## config.mk

```make
export PLATFORM = sky130hd
export DESIGN_NAME = sequential_servo_pulse_train
export DESIGN_NICKNAME = d
export VERILOG_FILES = /design/src/hdl/sspt_pkg.sv /design/src/hdl/sspt_seq.sv /design/src/hdl/sequential_servo_pulse_train.sv
export SDC_FILE = /design/constraint.sdc
export NUM_CORES = 1
export LEC_CHECK = 0
export ABC_AREA = 1
export ABC_CLOCK_PERIOD_IN_PS = 9350
export BUFFER_PORTS_ARGS = -buffer_cell sky130_fd_sc_hd__buf_4
export CAP_MARGIN = 20
export CELL_PAD_IN_SITES_DETAIL_PLACEMENT = 1
export CELL_PAD_IN_SITES_GLOBAL_PLACEMENT = 1
export CORE_UTILIZATION = 50
export DETAILED_ROUTE_END_ITERATION = 8
export PLACE_DENSITY_LB_ADDON = 0.12
export SYNTH_ARGS = -nofsm -noshare
export SYNTH_HDL_FRONTEND = slang
export SYNTH_SLANG_ARGS = --single-unit
```

## constraint.sdc

```tcl
create_clock -name clk_i -period 9.35 [get_ports clk_i]
set_clock_uncertainty 0.2 [all_clocks]
set_input_delay 0.4675 -clock clk_i [delete_from_list [all_inputs] [get_ports clk_i]]
set_output_delay 0.4675 -clock clk_i [all_outputs]
set_load 0.05 [all_outputs]
```

## src/hdl/sspt_pkg.sv

```systemverilog
`timescale 1ns / 1ps
// ----------------------------------------------------------------------------
// sspt_pkg
// Shared types and constants of the sequential servo pulse train.
// ----------------------------------------------------------------------------
package sspt_pkg;

  localparam int CHANNELS_DEF    = 7;
  localparam int SAMPLE_BITS_DEF = 10;

  localparam int CH_BITS    = 3;
  localparam int WIDTH_BITS = 12;
  localparam int TICK_BITS  = 16;
  localparam int PORT_BITS  = 8;

  localparam logic [TICK_BITS-1:0]  WIDTH_OFFSET = 16'd500;
  localparam logic [WIDTH_BITS-1:0] WIDTH_RESET  = 12'd1500;
  localparam logic [TICK_BITS-1:0]  WIDTH_MAX    = 16'd4095;
  localparam logic [TICK_BITS-1:0]  GAP_RESET    = 16'd20000;

  typedef enum logic {
    ACT_TICK = 1'b0,
    ACT_LOAD = 1'b1
  } action_e;

  typedef struct packed {
    logic                step;
    action_e             action;
    logic [CH_BITS-1:0]  channel;
  } cmd_t;

  function automatic logic [PORT_BITS-1:0] chan_port(input logic [CH_BITS-1:0] ch);
    logic [PORT_BITS-1:0] v;
    v = '0;
    v[0] = 1'b1;
    v[ch + CH_BITS'(1)] = 1'b1;
    return v;
  endfunction

endpackage

```

## src/hdl/sspt_seq.sv

```systemverilog
`timescale 1ns / 1ps
// ----------------------------------------------------------------------------
// sspt_seq
// Frame sequencer: width table, gap/train phase, tick counter, port value.
// ----------------------------------------------------------------------------
module sspt_seq #(
  parameter int CHANNELS    = sspt_pkg::CHANNELS_DEF,
  parameter int SAMPLE_BITS = sspt_pkg::SAMPLE_BITS_DEF
) (
  input  logic                                 clk_i,
  input  logic                                 rst_ni,
  input  sspt_pkg::cmd_t                       cmd_i,
  input  logic [SAMPLE_BITS-1:0]               sample_i,
  input  logic [sspt_pkg::TICK_BITS-1:0]       gap_i,
  output logic [sspt_pkg::PORT_BITS-1:0]       port_d_o
);

  localparam int TB = sspt_pkg::TICK_BITS;
  localparam int CB = sspt_pkg::CH_BITS;
  localparam int WB = sspt_pkg::WIDTH_BITS;
  localparam int PB = sspt_pkg::PORT_BITS;
  localparam logic [CB-1:0] LAST_CH = CB'(CHANNELS - 1);

  logic [WB-1:0] width_q [CHANNELS];
  logic          train_q, train_d;
  logic [CB-1:0] active_q, active_d;
  logic [TB-1:0] tick_q, tick_d;
  logic [PB-1:0] port_q, port_d;

  logic [TB-1:0] tick_inc, gap_eff, width_raw, active_width;
  logic [WB-1:0] width_new;

  assign width_raw = (TB'(sample_i) << 1) + sspt_pkg::WIDTH_OFFSET;
  assign width_new = (width_raw > sspt_pkg::WIDTH_MAX) ? WB'(sspt_pkg::WIDTH_MAX)
                                                        : width_raw[WB-1:0];
  assign gap_eff   = (gap_i == '0) ? TB'(1) : gap_i;
  assign tick_inc  = tick_q + TB'(1);
  assign active_width = (32'(active_q) < CHANNELS) ? TB'(width_q[active_q]) : '0;

  always_comb begin
    train_d  = train_q;
    active_d = active_q;
    tick_d   = tick_q;
    port_d   = port_q;
    if (cmd_i.step && cmd_i.action == sspt_pkg::ACT_TICK) begin
      tick_d = tick_inc;
      if (!train_q) begin
        if (tick_inc >= gap_eff) begin
          train_d  = 1'b1;
          active_d = '0;
          tick_d   = '0;
          port_d   = sspt_pkg::chan_port('0);
        end
      end else if (32'(active_q) >= CHANNELS) begin
        train_d = 1'b0;
        tick_d  = '0;
        port_d  = '0;
      end else if (tick_inc >= active_width) begin
        tick_d = '0;
        if (active_q != LAST_CH) begin
          active_d = active_q + CB'(1);
          port_d   = sspt_pkg::chan_port(active_q + CB'(1));
        end else begin
          train_d = 1'b0;
          port_d  = '0;
        end
      end
    end
  end

  assign port_d_o = port_d;

  always_ff @(posedge clk_i or negedge rst_ni) begin
    if (!rst_ni) begin
      train_q  <= 1'b0;
      active_q <= '0;
      tick_q   <= '0;
      port_q   <= '0;
    end else begin
      train_q  <= train_d;
      active_q <= active_d;
      tick_q   <= tick_d;
      port_q   <= port_d;
    end
  end

  always_ff @(posedge clk_i or negedge rst_ni) begin
    if (!rst_ni) begin
      for (int c = 0; c < CHANNELS; c++) width_q[c] <= sspt_pkg::WIDTH_RESET;
    end else if (cmd_i.step && cmd_i.action == sspt_pkg::ACT_LOAD &&
                 32'(cmd_i.channel) < CHANNELS) begin
      width_q[cmd_i.channel] <= width_new;
    end
  end

  a_gap_low: assert property (@(posedge clk_i) disable iff (!rst_ni)
    !train_q |-> port_q == '0)
    else $error("port not low during gap");

  a_train_marker: assert property (@(posedge clk_i) disable iff (!rst_ni)
    train_q |-> port_q[0] && $onehot(port_q[PB-1:1]))
    else $error("train port value malformed");

  a_active_range: assert property (@(posedge clk_i) disable iff (!rst_ni)
    train_q |-> 32'(active_q) < CHANNELS)
    else $error("active channel out of range");

  a_load_holds: assert property (@(posedge clk_i) disable iff (!rst_ni)
    cmd_i.step && cmd_i.action == sspt_pkg::ACT_LOAD |=> $stable(port_q) && $stable(tick_q))
    else $error("load changed timing state");

endmodule

```

## src/hdl/sequential_servo_pulse_train.sv

```systemverilog
`timescale 1ns / 1ps
// ----------------------------------------------------------------------------
// sequential_servo_pulse_train
// Seven-channel servo pulse sequencer: ticks advance the frame, loads set
// channel pulse widths; one port value returned per request.
// ----------------------------------------------------------------------------
//  channel  | dir | tdata / data                     | tuser
//  s_axis   | in  | [2:0] channel, [SB+2:3] sample   | action (0 tick, 1 load)
//  m_axis   | out | [7:0] port_bits                  | -
//  cfg      | in  | [15:0] gap_ticks                 | -
//
//  One request per cycle while m_axis_tready is high; the result is valid
//  after the input register and then the result register, and can be taken
//  at the next edge. The sequencer update is combinational between them.
//  Reset: gap 20000, widths 1500, gap phase, port low.
//  m_axis_tready low stalls both stages; s_axis_tready drops only when full.
// ----------------------------------------------------------------------------
module sequential_servo_pulse_train #(
  parameter int CHANNELS    = sspt_pkg::CHANNELS_DEF,
  parameter int SAMPLE_BITS = sspt_pkg::SAMPLE_BITS_DEF
) (
  input  logic                                 clk_i,
  input  logic                                 rst_ni,
  input  logic                                 s_axis_tvalid,
  output logic                                 s_axis_tready,
  input  logic [((3+SAMPLE_BITS+7)/8)*8-1:0]   s_axis_tdata,   // channel, sample
  input  logic                                 s_axis_tuser,   // action
  output logic                                 m_axis_tvalid,
  input  logic                                 m_axis_tready,
  output logic [sspt_pkg::PORT_BITS-1:0]       m_axis_tdata,   // port_bits
  input  logic                                 cfg_valid_i,
  output logic                                 cfg_ready_o,
  input  logic [sspt_pkg::TICK_BITS-1:0]       cfg_data_i      // gap_ticks
);

  localparam int CB = sspt_pkg::CH_BITS;

  logic                            in_valid_q;
  sspt_pkg::action_e               in_action_q;
  logic [CB-1:0]                   in_channel_q;
  logic [SAMPLE_BITS-1:0]          in_sample_q;
  logic                            out_valid_q;
  logic [sspt_pkg::PORT_BITS-1:0]  out_data_q;
  logic [sspt_pkg::TICK_BITS-1:0]  gap_q;
  logic                            out_free, fire;
  sspt_pkg::cmd_t                  cmd;
  logic [sspt_pkg::PORT_BITS-1:0]  port_next;

  assign out_free      = !out_valid_q || m_axis_tready;
  assign fire          = in_valid_q && out_free;
  assign s_axis_tready = !in_valid_q || out_free;
  assign cfg_ready_o   = 1'b1;

  assign cmd.step    = fire;
  assign cmd.action  = in_action_q;
  assign cmd.channel = in_channel_q;

  sspt_seq #(
    .CHANNELS    (CHANNELS),
    .SAMPLE_BITS (SAMPLE_BITS)
  ) u_seq (
    .clk_i    (clk_i),
    .rst_ni   (rst_ni),
    .cmd_i    (cmd),
    .sample_i (in_sample_q),
    .gap_i    (gap_q),
    .port_d_o (port_next)
  );

  always_ff @(posedge clk_i or negedge rst_ni) begin
    if (!rst_ni) begin
      gap_q <= sspt_pkg::GAP_RESET;
    end else if (cfg_valid_i && cfg_ready_o) begin
      gap_q <= cfg_data_i;
    end
  end

  always_ff @(posedge clk_i or negedge rst_ni) begin
    if (!rst_ni) begin
      in_valid_q <= 1'b0;
    end else if (s_axis_tready) begin
      in_valid_q <= s_axis_tvalid;
    end
  end

  always_ff @(posedge clk_i) begin
    if (s_axis_tready && s_axis_tvalid) begin
      in_action_q  <= sspt_pkg::action_e'(s_axis_tuser);
      in_channel_q <= s_axis_tdata[CB-1:0];
      in_sample_q  <= s_axis_tdata[CB+SAMPLE_BITS-1:CB];
    end
  end

  always_ff @(posedge clk_i or negedge rst_ni) begin
    if (!rst_ni) begin
      out_valid_q <= 1'b0;
    end else if (out_free) begin
      out_valid_q <= in_valid_q;
    end
  end

  always_ff @(posedge clk_i) begin
    if (fire) begin
      out_data_q <= port_next;
    end
  end

  assign m_axis_tvalid = out_valid_q;
  assign m_axis_tdata  = out_data_q;

  a_in_hold: assert property (@(posedge clk_i) disable iff (!rst_ni)
    in_valid_q && !out_free |=> in_valid_q)
    else $error("pending request dropped");

  a_out_follows: assert property (@(posedge clk_i) disable iff (!rst_ni)
    fire |=> out_valid_q)
    else $error("processed request produced no result");

  a_no_overrun: assert property (@(posedge clk_i) disable iff (!rst_ni)
    out_valid_q && !m_axis_tready |=> $stable(out_data_q))
    else $error("result overwritten while stalled");

endmodule
```

# Word-level counts from Yosys, hierarchy flattened
# Index checks and enable logic that the tools add are counted.
# W data, S select, Z words.
# word_totals
wordCells	85
reg_bits	152
input_bits	38
output_inout_bits	11
# classes
muxes	31
eq_ne	4
n_lt_le_gt_ge	11
n_addsub	4
bitwise_logic	3
n_reduce_logical	14
# ops
cell	count
$bwmux W84	1
$mux W16	5
$mux W12	5
$mux W8	6
$bmux W12 S3	1
$demux W12 S3	1
$ge A16 B16 Y1	2
$add A16 B1 Y16 const B	1
$gt A16 B12 Y1 const B	1
$logic_not A16 Y1	1
$mux W3	5
$add A11 B9 Y12 const B	1
$ge A4 B4 Y1 const B	2
$not A3 Y4	2
$logic_and A1 B1 Y1	7
$add A3 B1 Y3 const B	2
$lt A3 B3 Y1 const B	2
$mux W1	6
$ne A2 B2 Y1 const B	3
$reduce_and A5 Y1	1
$lt A3 B4 Y1 const B	1
$lt A4 B1 Y1 const B	1
$demux W1 S3	1
$ge A3 B1 Y1 const B	1
6 further kinds	8

# Longest topological paths before layout
# depth
depth_word	11
ltp_mapped	30
depth_no_buf	28

# Modules after synthesis
# Synthesis repeated with hierarchy kept, for this count alone.
# unflattened
cells_unflattened	923
area_unflattened_um2	7683.6
# modules_own_cells
mod	n_inst	cells_per_inst	area_each_um2	seq_area_each_um2
sspt_seq	1	820	6266.0	2688.8
sequential_servo_pulse_train	1	103	1417.6	1117.3

# Worst setup path before layout
# No wires, ideal clock.
# synth_timing
kind	register -> register
from	reg u_seq.active_q[0]
to	reg out_data_q, in the netlist m_axis_tdata[0], data pin
setup_time_ns	0.257
stages_incl_launch_ff	29
required_time_ns	8.893
arrival_ns	2.688
path_buffers	3
slack_ns	6.205
path_cell_list	dfrtp_1 > buf_2 > buf_1 > clkbuf_1 > nor2_1 > nor2_1 > o21ai_0 > a31oi_1 > ha_1 > nand2_1 > nand2_1 > nand2_1 > nand2_1 > nand2_1 > nand2_1 > nand2_1 > nand2_1 > nand2_1 > nand2_1 > nand2_1 > nand2_1 > nand2_2 > nand2_2 > inv_2 > nand2_1 > nand2_1 > nand2_1 > nand2_1 > nand2_1
# synth_via
elab_chain_len	10
elab_cells_between_ends	14
classes_between	3 x order compare; 1 x eq/ne; 9 x mux; 1 x bitwise
# synth_rtl
element	line	text
from (decl)	sspt_seq.sv:26	logic [CB-1:0] active_q, active_d;
from (signal assigned)	sspt_seq.sv:81	active_q <= active_d;
$not A3 Y4 (not written as such)	sspt_seq.sv:38	assign active_width = (32'(active_q) < CHANNELS) ? TB'(width_q[active_q]) : '0;
$bmux W12 S3	sspt_seq.sv:38	
$mux W12 (not written as such) (2 in series)	sspt_seq.sv:38	
$mux W12	sspt_seq.sv:38	
$ge A16 B16 Y1	sspt_seq.sv:58	end else if (tick_inc >= active_width) begin
$mux W8	sspt_seq.sv:58	
$mux W8 *	sspt_seq.sv:54	end else if (32'(active_q) >= CHANNELS) begin
$mux W8 *	sspt_seq.sv:47	if (!train_q) begin
$mux W8 *	sspt_seq.sv:45	if (cmd_i.step && cmd_i.action == sspt_pkg::ACT_TICK) begin
net port_next (one bit)	sequential_servo_pulse_train.sv:47	logic [sspt_pkg::PORT_BITS-1:0] port_next;
to (signal assigned)	sequential_servo_pulse_train.sv:104	out_data_q <= port_next;
to (decl)	sequential_servo_pulse_train.sv:43	logic [sspt_pkg::PORT_BITS-1:0] out_data_q;
# The timed path passes the listed nets; every way through them passes the cells marked *. The select of a mux whose other input is x is not followed.
# A chain may end at the register's enable or synchronous reset.

# Final worst setup path
# layout_timing
from	reg u_seq.active_q[1]
to	reg out_data_q, in the netlist m_axis_tdata[0], data pin
# The elaborated chain is that of the path after synthesis.

==> metrics.txt <==
# TYPE chip_impl_metric gauge
chip_impl_info{name="worst_setup_path_end_kind",value="flip-flop"} 1
chip_impl_metric{name="ioPinCount",unit=""} 49
chip_impl_info{name="ys_dominant_reg_cell",value="dfrtp_1"} 1
chip_impl_metric{name="place_congestion",unit=""} 0.906
chip_impl_metric{name="globalRouteMet3Util",unit="%"} 5.35
chip_impl_metric{name="syn_to_final_growth",unit="%"} 15.9
chip_impl_metric{name="power_per_cell_area",unit="nW/um^2"} 292
chip_impl_metric{name="syn_avg_cell_area",unit="um^2"} 8.28
chip_impl_metric{name="timing_worst_slew_pin_value",unit="ns"} 0.943
chip_impl_metric{name="maxSlewHeadroom",unit="%"} 37.0
chip_impl_info{name="critical_path_class",value="flip-flop to flip-flop"} 1
chip_impl_metric{name="cap_viol_max_count",unit=""} 0
chip_impl_metric{name="slowest_delay",unit="ns"} 0.82
chip_impl_metric{name="clock_sink_count",unit=""} 145
chip_impl_metric{name="buffer_ports.inserted",unit=""} 44
chip_impl_metric{name="cts-resized-gates",unit=""} 0
chip_impl_metric{name="cts_made_buffers",unit=""} 17
chip_impl_metric{name="netSwitchingPower",unit="mW"} 0.985
chip_impl_metric{name="antenna_found_initial",unit=""} 0
chip_impl_metric{name="num_antenna_cells",unit=""} 0
chip_impl_metric{name="vias",unit=""} 6493
chip_impl_metric{name="totalPowerFinal",unit="mW"} 2.58
chip_impl_metric{name="yosysWarningCount",unit=""} 0
chip_impl_metric{name="critical_path_arrival",unit="ns"} 4.45
chip_impl_metric{name="grt_util_met1",unit="%"} 35.4
chip_impl_metric{name="worst_setup_hold_path_clk_slew",unit="ns"} 0.06
chip_impl_metric{name="critPathBufInv",unit=""} 4
chip_impl_metric{name="power.internal",unit="mW"} 1.59
chip_impl_metric{name="power.share.switching",unit="%"} 38.2
chip_impl_metric{name="timing.final.hold_violations",unit=""} 0
chip_impl_metric{name="route.detailed.vias_per_inst",unit=""} 5.56
chip_impl_metric{name="rows",unit=""} 44
chip_impl_metric{name="vdd_drop_max",unit="V"} 0.000165
chip_impl_metric{name="timing.final.crit_share",unit="%"} 47.8
chip_impl_metric{name="total_standard_cell_area_after_synthesis",unit="um^2"} 7610
chip_impl_info{name="rsz0062_at_grt",value="no"} 1
chip_impl_metric{name="final_nets",unit=""} 1039
chip_impl_metric{name="fp.dieArea",unit="um^2"} 15700
chip_impl_metric{name="post-cts-setup-buffers",unit=""} 0
chip_impl_metric{name="power.combinational.fraction",unit="%"} 34.1
chip_impl_info{name="critPathLaunchType",value="flip-flop"} 1
chip_impl_metric{name="detailedRoute.firstIterationViolations",unit=""} 379
chip_impl_metric{name="grtUsageTotal",unit="%"} 30.1
chip_impl_metric{name="required",unit="ns"} 9.33
chip_impl_metric{name="routed_wire_length_per_instance",unit="um"} 18.6
chip_impl_metric{name="drt_first_pass_iters",unit=""} 7
chip_impl_metric{name="design.core.area",unit="um^2"} 14700
chip_impl_metric{name="gate_count_post_synth",unit=""} 919
chip_impl_metric{name="minimum_setup_slack_among_reg_to_reg_paths",unit="ns"} 4.88
chip_impl_metric{name="synth_edf_count",unit=""} 22
chip_impl_info{name="grt-busiest-layer",value="met2"} 1
chip_impl_metric{name="die-height",unit="um"} 125
chip_impl_metric{name="grt_pass1_wl",unit="um"} 36400
chip_impl_metric{name="seq_area_frac_synth",unit="%"} 50.0
chip_impl_metric{name="synth_fp_nets",unit=""} 988
chip_impl_metric{name="grt_start_max_net_pins",unit=""} 70
chip_impl_info{name="holdCritPathClass",value="primary input to flip-flop"} 1
chip_impl_info{name="tritoncts_clock_tree",value="built"} 1
chip_impl_metric{name="static-leakage-power",unit="nW"} 4.21
chip_impl_metric{name="htree_num_levels",unit=""} 4
chip_impl_metric{name="drt_drc_violations_left",unit=""} 0
chip_impl_metric{name="clk_latency",unit="ns"} 0.43
chip_impl_metric{name="finalSetupTns",unit="ns"} 0
chip_impl_metric{name="finalMaxSlewViolations",unit=""} 0
chip_impl_metric{name="setup_viol",unit=""} 0
chip_impl_metric{name="min_period",unit="ns"} 4.47
chip_impl_metric{name="die-width",unit="um"} 125
chip_impl_metric{name="final_area",unit="um^2"} 8820
chip_impl_metric{name="clock_power_share",unit="%"} 27.4
chip_impl_metric{name="yosysUniqueCellTypes",unit=""} 45
chip_impl_metric{name="wl",unit="um"} 21700
chip_impl_metric{name="postRouteAntennaNets",unit=""} 0
chip_impl_metric{name="synth-async-reset-ratio",unit="%"} 84.8
chip_impl_info{name="critical_path.most_common_cell",value="nand2_1"} 1
chip_impl_metric{name="crit_fanout",unit=""} 17
chip_impl_info{name="root_buffer",value="clkbuf_16"} 1
chip_impl_info{name="outcome",value="finished clean"} 1
chip_impl_metric{name="placedInstanceArea",unit="um^2"} 8070
chip_impl_metric{name="detailed_place_hpwl",unit="um"} 14300
chip_impl_metric{name="floorplan.initialDensity",unit="%"} 51.8
chip_impl_metric{name="seq_power_share",unit="%"} 38.5
chip_impl_metric{name="timing.fmax",unit="GHz"} 0.224
chip_impl_metric{name="cts_buffer_depth",unit=""} 2
chip_impl_metric{name="ys_ff_latch",unit=""} 145
chip_impl_metric{name="first_global_vias",unit=""} 7147
chip_impl_info{name="critical_path.top_delay_family",value="simple AND/OR/NAND/NOR gates"} 1
chip_impl_metric{name="gr-total-overflow",unit=""} 0
chip_impl_metric{name="ratio_of_cells_with_drive_above_1_in_the_final_layout",unit="%"} 17.3
chip_impl_info{name="cpMaxStageDelayCell",value="dfrtp_1"} 1
chip_impl_metric{name="grt.met2_usage",unit="%"} 54.4
## worst register-to-register path, delay by kind of cell, from the launching register on
family          cells  cell delay [ns]
fa+ha+maj           1             0.30
flops               1             0.82
buf+inv             4             0.73
simple gates       21             1.91
compound gates      2             0.26
## cells by family (layout without fill, tap and decap cells)
kind of cell    after synthesis  after routing  share of synthesized area, %
buf+inv                     133            197                          6.81
simple gates                421            421                          23.7
other cells                   1              1                        0.0493
flops                       145            145                          50.0
fa+ha+maj                    31             31                          5.10
compound gates              168            168                          11.9
xor+xnor                     20             20                          2.50
## what timing repair did
action | CTS | global route
hold endpoints to repair | 42 | 0
hold buffers | 13 | 0
setup endpoints to repair | 0 | 0
## Yosys cell counts (5+ instances only)
cell type	number	area, um^2
nand3_2	9	90.1
o21ai_1	7	35.0
dfstp_2	54	1420
dfrtp_1	69	1730
nand2_2	8	50.1
nor2_2	5	31.3
nand4_1	14	87.6
ha_1	31	388
clkbuf_1	22	82.6
xnor2_1	7	61.3
edfxtp_1	22	661
nor2_1	50	188
a21oi_1	20	100
xor2_1	11	96.3
inv_1	98	368
o21ai_0	118	591
nand3_1	33	165
inv_2	5	18.8
nand2_1	290	1090
## flip-flops by register name, indices dropped and copies added, names as in the netlist
signal          flops
u_seq.width_q      77
gap_q              16
u_seq.tick_q       16
in_sample_q        10
m_axis_tdata        8
u_seq.port_q        8
in_channel_q        3
u_seq.active_q      3
in_action_q         1
in_valid_q          1
m_axis_tvalid       1
u_seq.train_q       1
## layout by cell type (no fill, tap or decap), types with 5 or more instances in the layout
| master | Yosys | routed |
|---|---|---|
| dlygate4sd3_1 | 0 | 13 |
| xor2_1 | 11 | 11 |
| nor2_1 | 50 | 49 |
| dfrtp_1 | 69 | 69 |
| inv_1 | 98 | 98 |
| ha_1 | 31 | 31 |
| nand3_2 | 9 | 9 |
| clkbuf_16 | 0 | 19 |
| o21ai_0 | 118 | 118 |
| dfstp_2 | 54 | 54 |
| a21oi_1 | 20 | 20 |
| o21ai_1 | 7 | 7 |
| nand2_2 | 8 | 8 |
| nand3_1 | 33 | 33 |
| nand4_1 | 14 | 14 |
| xnor2_1 | 7 | 7 |
| nor2_2 | 5 | 6 |
| buf_4 | 1 | 47 |
| edfxtp_1 | 22 | 22 |
| nand2_1 | 290 | 290 |
| inv_2 | 5 | 5 |
## power groups by stage
stage | clock [mW] | sequential [mW] | combinational [mW]
3_3_place_gp | 0 | 0.981 | 0.802
4_1_cts | 0.717 | 0.990 | 0.882
6_report | 0.708 | 0.993 | 0.879
3_5_place_dp | 0 | 0.994 | 0.855
2_1_floorplan | 0 | 0.989 | 0.595
5_1_grt | 0.739 | 1.01 | 0.990
## metal layers
layer	up-vias	share of wire, %
met1	3268	42
met5	-	0
met2	112	52
met3	43	2.9
met4	0	2.6
li1	3070	-
## layout make-up
type / instances / area (um^2)
fillers: 1775 / 5880
flip-flops and latches: 145 / 3810
multi-input cells: 641 / 3290
clock buffers: 23 / 531
repair buffers: 60 / 483
inverters: 105 / 394
well taps: 184 / 230
clock inverters: 9 / 90.1
## worst paths after layout
kind,from,end,cells past startpoint
setup / recovery,u_seq.active_q[1]$_DFFE_PN0P_,m_axis_tdata[0]$_DFFE_PP_,28
hold / removal,s_axis_tdata[10],in_sample_q[7]$_DFFE_PP_,1
setup reg to reg,u_seq.active_q[1]$_DFFE_PN0P_,m_axis_tdata[0]$_DFFE_PP_,28
hold reg to reg,u_seq.width_q[52]$_DFFE_PN1P_,u_seq.width_q[52]$_DFFE_PN1P_,2
max in group asynchronous,rst_ni,u_seq.tick_q[2]$_DFFE_PN0P_,3
min in group asynchronous,rst_ni,u_seq.tick_q[14]$_DFFE_PN0P_,2
## through the flow
stage	instances	util (%)	setup slack [ns]	hold slack [ns]
floorplan	919	-	6.20	-0.0281
global placement	1122	54.9	5.15	0.248
detailed placement	1122	54.9	5.03	0.256
CTS	1167	60.0	4.94	0.000789
global route	1167	60.0	4.49	0.00495
finish	1167	60.0	4.88	0.0116
No activity file was read; power rests on OpenSTA's default activity.
